<file path="src/rtl/kvcl_pkg.sv">
// kvcl_pkg: shared types and constants for the key/value config lexer.
// No dependencies; imported by every other file of the block.
`default_nettype none

package kvcl_pkg;

  // parse modes
  localparam logic [2:0] MODE_INITIAL  = 3'd0;
  localparam logic [2:0] MODE_COMMENT  = 3'd1;
  localparam logic [2:0] MODE_QUOTED   = 3'd2;
  localparam logic [2:0] MODE_UNQUOTED = 3'd3;
  localparam logic [2:0] MODE_SKIP     = 3'd4;

  // result kinds
  localparam logic [1:0] KIND_KEY   = 2'd0;
  localparam logic [1:0] KIND_VALUE = 2'd1;
  localparam logic [1:0] KIND_END   = 2'd2;
  localparam logic [1:0] KIND_WARN  = 2'd3;

  // input func codes
  localparam logic FUNC_TEXT = 1'b0;
  localparam logic FUNC_EOF  = 1'b1;

  // config register indexes
  localparam logic [1:0] REG_COMMENT   = 2'd0;
  localparam logic [1:0] REG_SEPARATOR = 2'd1;
  localparam logic [1:0] REG_QUOTE     = 2'd2;

  localparam logic [7:0] COMMENT_RESET   = 8'd35;
  localparam logic [7:0] SEPARATOR_RESET = 8'd61;
  localparam logic [7:0] QUOTE_RESET     = 8'd34;

  localparam logic [7:0]  NEWLINE_BYTE = 8'd10;
  localparam logic [7:0]  ZERO_BYTE    = 8'd0;
  localparam logic [15:0] LINE_FIRST   = 16'd1;
  localparam logic [15:0] LINE_MAX     = 16'hFFFF;

  typedef struct packed {
    logic [7:0] comment_byte;
    logic [7:0] separator_char;
    logic [7:0] quote_char;
  } cfg_regs_t;

  // per-line parser state (token length is kept apart, its width is a parameter)
  typedef struct packed {
    logic [2:0]  parse_mode;
    logic        in_value;
    logic        key_nonempty;
    logic [15:0] line_count;
  } line_state_t;

  typedef struct packed {
    logic [1:0]  kind;
    logic [7:0]  char_value;
    logic        accepted;
    logic [15:0] line_number;
  } result_t;

  // up to two results caused by one input transaction
  typedef struct packed {
    logic [1:0] count;
    result_t    res0;
    result_t    res1;
  } result_pair_t;

endpackage

`default_nettype wire

</file>
<file path="src/rtl/kvcl_step.sv">
// kvcl_step: one parser step, combinational: state and byte in, next state
// and zero to two results out. Depends on kvcl_pkg.
`default_nettype none

module kvcl_step import kvcl_pkg::*; #(
  parameter int TOKEN_BYTES = 128,
  parameter int LEN_W       = 7
) (
  input  wire  cfg_regs_t    cfg,
  input  wire  line_state_t  cur,
  input  wire  [LEN_W-1:0]   token_length,
  input  wire                func,
  input  wire  [7:0]         text_byte,
  output line_state_t        nxt,
  output logic [LEN_W-1:0]   token_length_next,
  output result_pair_t       pair
);

  localparam logic [LEN_W-1:0] LEN_LIMIT = LEN_W'(TOKEN_BYTES - 1);

  function automatic logic is_blank(input logic [7:0] b);
    return (b == 8'd32) || (b == 8'd9) || (b == 8'd11) || (b == 8'd12) || (b == 8'd13);
  endfunction

  logic do_keep, do_end, do_warn, do_sep;
  logic room;
  result_t end_res, warn_res, char_res;

  always_comb begin
    do_keep = 1'b0;
    do_end  = 1'b0;
    do_warn = 1'b0;
    do_sep  = 1'b0;
    nxt = cur;
    token_length_next = token_length;
    room = token_length < LEN_LIMIT;

    case (cur.parse_mode)
      MODE_COMMENT, MODE_SKIP: begin
        do_end = (text_byte == NEWLINE_BYTE);
      end
      MODE_QUOTED: begin
        if (text_byte == cfg.quote_char) begin
          nxt.parse_mode = MODE_INITIAL;
        end else if (text_byte == NEWLINE_BYTE) begin
          do_warn = 1'b1;
          do_end  = 1'b1;
        end else begin
          do_keep = 1'b1;
        end
      end
      MODE_UNQUOTED: begin
        if (text_byte == cfg.comment_byte) begin
          nxt.parse_mode = MODE_COMMENT;
        end else if (text_byte == NEWLINE_BYTE) begin
          do_end = 1'b1;
        end else if (text_byte == cfg.separator_char) begin
          do_sep = 1'b1;
        end else if (is_blank(text_byte)) begin
          nxt.parse_mode = MODE_INITIAL;
        end else begin
          do_keep = 1'b1;
        end
      end
      default: begin
        // initial mode, also unused codes
        if (text_byte == cfg.comment_byte) begin
          nxt.parse_mode = MODE_COMMENT;
        end else if (text_byte == cfg.quote_char) begin
          nxt.parse_mode = MODE_QUOTED;
        end else if (text_byte == NEWLINE_BYTE) begin
          do_end = 1'b1;
        end else if (text_byte == cfg.separator_char) begin
          do_sep = 1'b1;
        end else if (!is_blank(text_byte)) begin
          do_keep = 1'b1;
          nxt.parse_mode = MODE_UNQUOTED;
        end
      end
    endcase

    if (do_keep && room) begin
      token_length_next = token_length + LEN_W'(1);
      if (!cur.in_value) nxt.key_nonempty = 1'b1;
    end

    if (do_sep) begin
      if (cur.in_value) begin
        nxt.parse_mode = MODE_SKIP;
      end else begin
        nxt.in_value = 1'b1;
        nxt.parse_mode = MODE_INITIAL;
        token_length_next = '0;
      end
    end

    if (do_end || func == FUNC_EOF) begin
      nxt.parse_mode   = MODE_INITIAL;
      nxt.in_value     = 1'b0;
      nxt.key_nonempty = 1'b0;
      token_length_next = '0;
      if (func == FUNC_EOF) nxt.line_count = LINE_FIRST;
      else if (cur.line_count != LINE_MAX) nxt.line_count = cur.line_count + 16'd1;
    end
  end

  always_comb begin
    end_res.kind        = KIND_END;
    end_res.char_value  = ZERO_BYTE;
    end_res.accepted    = cur.key_nonempty;
    end_res.line_number = cur.line_count;

    warn_res.kind        = KIND_WARN;
    warn_res.char_value  = ZERO_BYTE;
    warn_res.accepted    = 1'b0;
    warn_res.line_number = cur.line_count;

    char_res.kind        = cur.in_value ? KIND_VALUE : KIND_KEY;
    char_res.char_value  = text_byte;
    char_res.accepted    = 1'b0;
    char_res.line_number = cur.line_count;

    pair.res0  = end_res;
    pair.res1  = end_res;
    pair.count = 2'd0;
    if (func == FUNC_EOF) begin
      pair.count = 2'd1;
    end else if (do_warn) begin
      pair.res0  = warn_res;
      pair.count = 2'd2;
    end else if (do_end) begin
      pair.count = 2'd1;
    end else if (do_keep && room) begin
      pair.res0  = char_res;
      pair.count = 2'd1;
    end
  end

endmodule

`default_nettype wire

</file>
<file path="src/rtl/kvcl_res_fifo.sv">
// kvcl_res_fifo: two-entry queue of result pairs; unrolls each pair into
// one or two output transactions. Depends on kvcl_pkg.
`default_nettype none

module kvcl_res_fifo import kvcl_pkg::*; (
  input  wire           clk,
  input  wire           rst,
  input  wire           push,
  input  wire  result_pair_t push_pair,
  output logic          has_room,
  output logic          out_valid,
  input  wire           out_stall,
  output result_t       out_res,
  output logic          out_last
);

  result_pair_t mem [2];
  logic       wr_ptr, rd_ptr, sub;
  logic [1:0] count;
  result_pair_t head;
  logic pop_res, pop_pair;

  assign head      = mem[rd_ptr];
  assign has_room  = (count != 2'd2);
  assign out_valid = (count != 2'd0);
  assign out_last  = sub || (head.count == 2'd1);
  assign out_res   = sub ? head.res1 : head.res0;
  assign pop_res   = out_valid && !out_stall;
  assign pop_pair  = pop_res && out_last;

  always_ff @(posedge clk) begin
    if (push) mem[wr_ptr] <= push_pair;
  end

  always_ff @(posedge clk) begin
    if (rst) begin
      wr_ptr <= 1'b0;
      rd_ptr <= 1'b0;
      sub    <= 1'b0;
      count  <= 2'd0;
    end else begin
      if (push) wr_ptr <= ~wr_ptr;
      if (pop_pair) rd_ptr <= ~rd_ptr;
      if (pop_res) sub <= !out_last;
      case ({push, pop_pair})
        2'b10:   count <= count + 2'd1;
        2'b01:   count <= count - 2'd1;
        default: count <= count;
      endcase
    end
  end

  a_no_overflow: assert property (@(posedge clk) disable iff (rst)
    push |-> (count != 2'd2))
    else $error("result queue written while full");

endmodule

`default_nettype wire

</file>
<file path="src/rtl/key_value_config_lexer_core.sv">
// key_value_config_lexer_core: top level of the key/value config lexer.
// Depends on kvcl_pkg, kvcl_step and kvcl_res_fifo.
`default_nettype none

// Channel  Direction  Handshake            Payload
// -------  ---------  -------------------  ----------------------------------------
// in       input      in_valid / in_stall  func, text_byte
// out      output     out_valid/out_stall  kind, char_value, accepted, line_number, last
// cfg      input      cfg_valid/cfg_ready  cfg_index, cfg_data
//
// One input transaction per cycle while in_stall is low: a byte is held in the input
// register, then one parser step moves it into the two-entry result queue.
// A byte that yields two results (open quote at newline) holds the output for
// two transactions; the queue lets the input keep flowing while results wait.
// On its way to out, a byte passes the input register and then the result queue.
// rst is synchronous: parser state back to line 1, registers to '#', '=', '"'.
// in_stall rises only while the input register is full and the queue is full.

module key_value_config_lexer_core import kvcl_pkg::*; #(
  parameter int TOKEN_BYTES = 128
) (
  input  wire         clk,
  input  wire         rst,
  // input text
  input  wire         in_valid,
  output logic        in_stall,
  input  wire         func,
  input  wire  [7:0]  text_byte,
  // results
  output logic        out_valid,
  input  wire         out_stall,
  output logic [1:0]  kind,
  output logic [7:0]  char_value,
  output logic        accepted,
  output logic [15:0] line_number,
  output logic        last,
  // configuration writes
  input  wire         cfg_valid,
  output logic        cfg_ready,
  input  wire  [1:0]  cfg_index,
  input  wire  [7:0]  cfg_data
);

  // token length counts up to TOKEN_BYTES-1
  localparam int LEN_W = (TOKEN_BYTES > 2) ? $clog2(TOKEN_BYTES) : 1;
  localparam logic [LEN_W-1:0] LEN_LIMIT = LEN_W'(TOKEN_BYTES - 1);

  cfg_regs_t    cfg;
  line_state_t  state, state_next;
  logic [LEN_W-1:0] token_length, token_length_next;
  result_pair_t pair;
  result_t      out_res;

  // input register
  logic       in_q_valid;
  logic       func_q;
  logic [7:0] byte_q;

  logic q_room, advance, in_take;

  assign cfg_ready = 1'b1;
  assign advance   = in_q_valid && q_room;
  assign in_stall  = in_q_valid && !q_room;
  assign in_take   = in_valid && !in_stall;

  // configuration registers; the user must write them only while idle, the block does not enforce it
  always_ff @(posedge clk) begin
    if (rst) begin
      cfg.comment_byte   <= COMMENT_RESET;
      cfg.separator_char <= SEPARATOR_RESET;
      cfg.quote_char     <= QUOTE_RESET;
    end else if (cfg_valid && cfg_ready) begin
      case (cfg_index)
        REG_COMMENT:   cfg.comment_byte   <= cfg_data;
        REG_SEPARATOR: cfg.separator_char <= cfg_data;
        REG_QUOTE:     cfg.quote_char     <= cfg_data;
        default:       ; // unknown index: dropped
      endcase
    end
  end

  always_ff @(posedge clk) begin
    if (rst) begin
      in_q_valid <= 1'b0;
    end else if (in_take) begin
      in_q_valid <= 1'b1;
    end else if (advance) begin
      in_q_valid <= 1'b0;
    end
  end

  always_ff @(posedge clk) begin
    if (in_take) begin
      func_q <= func;
      byte_q <= text_byte;
    end
  end

  kvcl_step #(
    .TOKEN_BYTES (TOKEN_BYTES),
    .LEN_W       (LEN_W)
  ) u_step (
    .cfg               (cfg),
    .cur               (state),
    .token_length      (token_length),
    .func              (func_q),
    .text_byte         (byte_q),
    .nxt               (state_next),
    .token_length_next (token_length_next),
    .pair              (pair)
  );

  // parser state moves only when the registered byte is stepped, which needs room in the queue
  always_ff @(posedge clk) begin
    if (rst) begin
      state.parse_mode   <= MODE_INITIAL;
      state.in_value     <= 1'b0;
      state.key_nonempty <= 1'b0;
      state.line_count   <= LINE_FIRST;
      token_length       <= '0;
    end else if (advance) begin
      state        <= state_next;
      token_length <= token_length_next;
    end
  end

  kvcl_res_fifo u_fifo (
    .clk       (clk),
    .rst       (rst),
    .push      (advance && (pair.count != 2'd0)),
    .push_pair (pair),
    .has_room  (q_room),
    .out_valid (out_valid),
    .out_stall (out_stall),
    .out_res   (out_res),
    .out_last  (last)
  );

  assign kind        = out_res.kind;
  assign char_value  = out_res.char_value;
  assign accepted    = out_res.accepted;
  assign line_number = out_res.line_number;

  a_line_nonzero: assert property (@(posedge clk) disable iff (rst)
    state.line_count != 16'd0)
    else $error("line count reached zero");

  a_key_len_consistent: assert property (@(posedge clk) disable iff (rst)
    (!state.in_value && !state.key_nonempty) |-> (token_length == '0))
    else $error("key length nonzero with empty key");

  a_len_saturates: assert property (@(posedge clk) disable iff (rst)
    (advance && token_length == LEN_LIMIT) |=>
      (token_length == LEN_LIMIT || token_length == '0))
    else $error("token length grew past limit");

endmodule

`default_nettype wire

</file>
<file path="config.mk">
export PLATFORM = sky130hd
export DESIGN_NAME = key_value_config_lexer_core
export DESIGN_NICKNAME = d
export VERILOG_FILES = /design/src/rtl/kvcl_pkg.sv /design/src/rtl/kvcl_step.sv /design/src/rtl/kvcl_res_fifo.sv /design/src/rtl/key_value_config_lexer_core.sv
export SDC_FILE = /design/constraint.sdc
export NUM_CORES = 1
export LEC_CHECK = 0
export ABC_AREA = 1
export BUFFER_PORTS_ARGS = -buffer_cell sky130_fd_sc_hd__buf_2
export CORE_ASPECT_RATIO = 1.4
export CORE_MARGIN = 8
export CORE_UTILIZATION = 50
export DETAILED_ROUTE_END_ITERATION = 7
export MAX_ROUTING_LAYER = met4
export PLACE_DENSITY = 0.77
export SLEW_MARGIN = 25
export SYNTH_ARGS = -nofsm -noshare
export SYNTH_HDL_FRONTEND = slang
export SYNTH_HIERARCHICAL = 1
export SYNTH_SLANG_ARGS = --single-unit
</file>
<file path="constraint.sdc">
create_clock -name clk -period 8.4 [get_ports clk]
set_input_delay 1.26 -clock clk [delete_from_list [all_inputs] [get_ports clk]]
set_output_delay 1.26 -clock clk [all_outputs]
set_load 0.05 [all_outputs]
</file>
==> out/metrics.cfg <==
[status]
status=complete, no violations

[die]
start_util=0.511
die_x_um=128
die_area_um2=22300
ios=55
fp.dieH_um=173
rows=57
core_um2=17300

[detailed_routing]
drc=0
drtAntennaViolNets=0
routed_wl_mm=17.9
wl_per_cell_um=14.3
num_vias=6451
via_per_inst=5.16
drt_iter0_drc=494
first_pass_iters=5

[clock_network]
cts_tree=done
clkTransAtPathRegs_ns=0.06
clockBufferDepth=2
cts.root.buffer_cell=clkbuf_16
ctsHoldBuffers=0
htreeDepth=4
cts_resized=0
cts_sinks=180
cts_buffers=17
clk_latency_ns=0.43
postCtsSetupBuffers=0

[power]
seq_power_share=0.485
pwr-share-comb=0.154
p_sw_frac=0.284
vdd_drop_max_uv=104
cell_internal_pwr_mw=1.53
pwr-share-clk=0.360
switchingPower_mw=0.610
p_leak_nw=3.88
p_total_mw=2.14
power_density_nw_per_um2=227

[critical_path]
required_ns=8.48
slowest_delay_ns=0.62
r2r-start=byte_q[4]$_DFFE_PP_
path_common_cell=nor2_1
r2r_slack_ns=4.52
ff2ff_path_depth=11
crit_arrival_ns=3.95
crit_fanout=30
worstSetupEndpointType=flop
worstSetupPathType=flop to flop
crit_chain=nor2_2 > nand2_1 > nor3_2 > nand4_1 > nor3b_4 > a21oi_2 > nor2_1 > nor2_1 > inv_1 > nor2_4 > buf_4
critPathSlowestCell=nor2_4
startpoint_type=flop
timing.rr.end=u_fifo/mem[0][38]$_DFFE_PP_

[placed_design]
pre_cts_ws_ns=4.62
portBuffers=53
gp_congestion=0.892
dp_hpwl_mm=11.7
placed_area_um2=8860
dp.cells=1218

[yosys]
synth_top_area_share=0.411
ys.flop_type=edfxtp_1
yosys.area.top_type=edfxtp_1
yosys_warnings=6
syn_inst=1003
synth.most_common_cell=nor2_1
ys_seq_area_frac=0.544
ys_ff_latch=180
synth_async_sr_flop_share=0
synthTopCellsByCount=nor2_1, nand2_1, edfxtp_1, o21ai_0, inv_1
netlist_area_um2=8850
synth_area_per_cell_um2=8.82
synth_area_leaders=edfxtp_1, dfxtp_1, nor2_1, nand2_1, o21ai_0
synth_cell_types=36
synth-edff-count=121

[sta]
maxSlewViolCount=0
hold_violations=0
setup_violations=0
period_share=0.462
period_needed_ns=3.88
grt_setup_unrepaired=false
setup_slack_ns=4.52
fmax_ghz=0.258
worst_slew_pin_slew_ns=0.815
hold_ws_ns=0.494
fin_setup_tns_ns=0
finClkSkew_ns=0.00835
max-slew-margin-rel=0.454

[cells_and_area]
fin_util=0.544
antenna_cells=0
drive_gt1_frac=0.117
post-route-cell-area_um2=9430
fin_nets=1028
syn_to_final_growth_pct=6.60
stdcell_count=1250

[hold_path]
hold_depth=2
holdPathEnd=state[19]$_SDFFE_PP0P_
hp-class=flop to flop
worstHoldStart=state[19]$_SDFFE_PP0P_

[global_route]
grt.overflow.total=0
grt_pass1_wl_mm=29.6
antenna_found_initial=0
grt_pass1_vias=6156
grtUsageTotal=0.169
grt_max_degree=57

[run]
cap_violations=0

power groups by stage:
stage	Sequential (mW)	Combinational, mW	Clock [mW]
final	1.04	0.331	0.772
after global routing	1.05	0.364	0.820
after CTS	1.04	0.333	0.785
after detailed placement	1.06	0.331	0
after global placement	1.06	0.327	0
after floorplan	1.04	0.292	0
critical path: cells and delay by family (launching register included):
kind | cells | cell delay [ns]
AOI/OAI and AO/OA | 1 | 0.21
DFF | 1 | 0.52
buffers and inverters | 2 | 0.63
and+or+nand+nor | 8 | 2.12
worst max-delay path by stage:
stage | startpoint | endpoint | slack, ns | cells past startpoint
2_1_floorplan | byte_q[6]$_DFFE_PP_ | u_fifo/mem[0][0]$_DFFE_PP_ | 3.61 | 11
3_3_place_gp | byte_q[3]$_DFFE_PP_ | u_fifo/mem[0][11]$_DFFE_PP_ | 4.75 | 16
3_5_place_dp | byte_q[4]$_DFFE_PP_ | u_fifo/mem[0][38]$_DFFE_PP_ | 4.62 | 11
4_1_cts | byte_q[4]$_DFFE_PP_ | u_fifo/mem[0][11]$_DFFE_PP_ | 4.57 | 11
5_1_grt | byte_q[4]$_DFFE_PP_ | u_fifo/mem[0][38]$_DFFE_PP_ | 4.22 | 11
6_report | byte_q[4]$_DFFE_PP_ | u_fifo/mem[0][38]$_DFFE_PP_ | 4.52 | 11
flip-flops by register name, summed over array words and instances (netlist names), named ones only:
name           cells
u_fifo/mem       112
cfg               24
state             21
byte_q             8
token_length       7
u_fifo/count       2
func_q             1
in_q_valid         1
u_fifo/rd_ptr      1
u_fifo/sub         1
u_fifo/wr_ptr      1
final cells by class:
class | count | area (µm²)
multi-input cells | 657 | 3110
flip-flops and latches | 180 | 4820
inverters | 87 | 333
clock buffers | 20 | 447
well taps | 236 | 295
repair buffers | 58 | 303
fillers | 1544 | 7900
clock inverters | 12 | 125
logic make-up (layout without fill, tap and decap cells):
kind of cell | after synthesis | after routing | share of synthesized area
compound gates | 139 | 139 | 0.0836
simple gates | 479 | 479 | 0.234
fa+ha+maj | 3 | 3 | 0.00424
xor+xnor | 25 | 25 | 0.0247
flops | 180 | 180 | 0.544
buf+inv | 174 | 177 | 0.108
other cells | 3 | 11 | 0.00127
placed cells by master (no fill, tap or decap), drive strengths merged, types with 20 or more instances in the layout:
| cell | count |
|---|---|
| inv | 89 |
| o21ai | 93 |
| nand3 | 78 |
| buf | 58 |
| edfxtp | 121 |
| nand2 | 176 |
| clkbuf | 20 |
| dfxtp | 59 |
| nor2 | 188 |
| o22ai | 27 |
metal layers:
metal  vias to the layer above  share of wire  wire [µm]  track usage
met2                       155           0.50       8980        0.283
li1                       3274              -          -            -
met5                         -              0          0            -
met3                        32          0.041        740       0.0289
met4                         0          0.022        399       0.0711
met1                      2990           0.43       7770        0.194
Note: power is estimated with default switching activity, not from simulation.
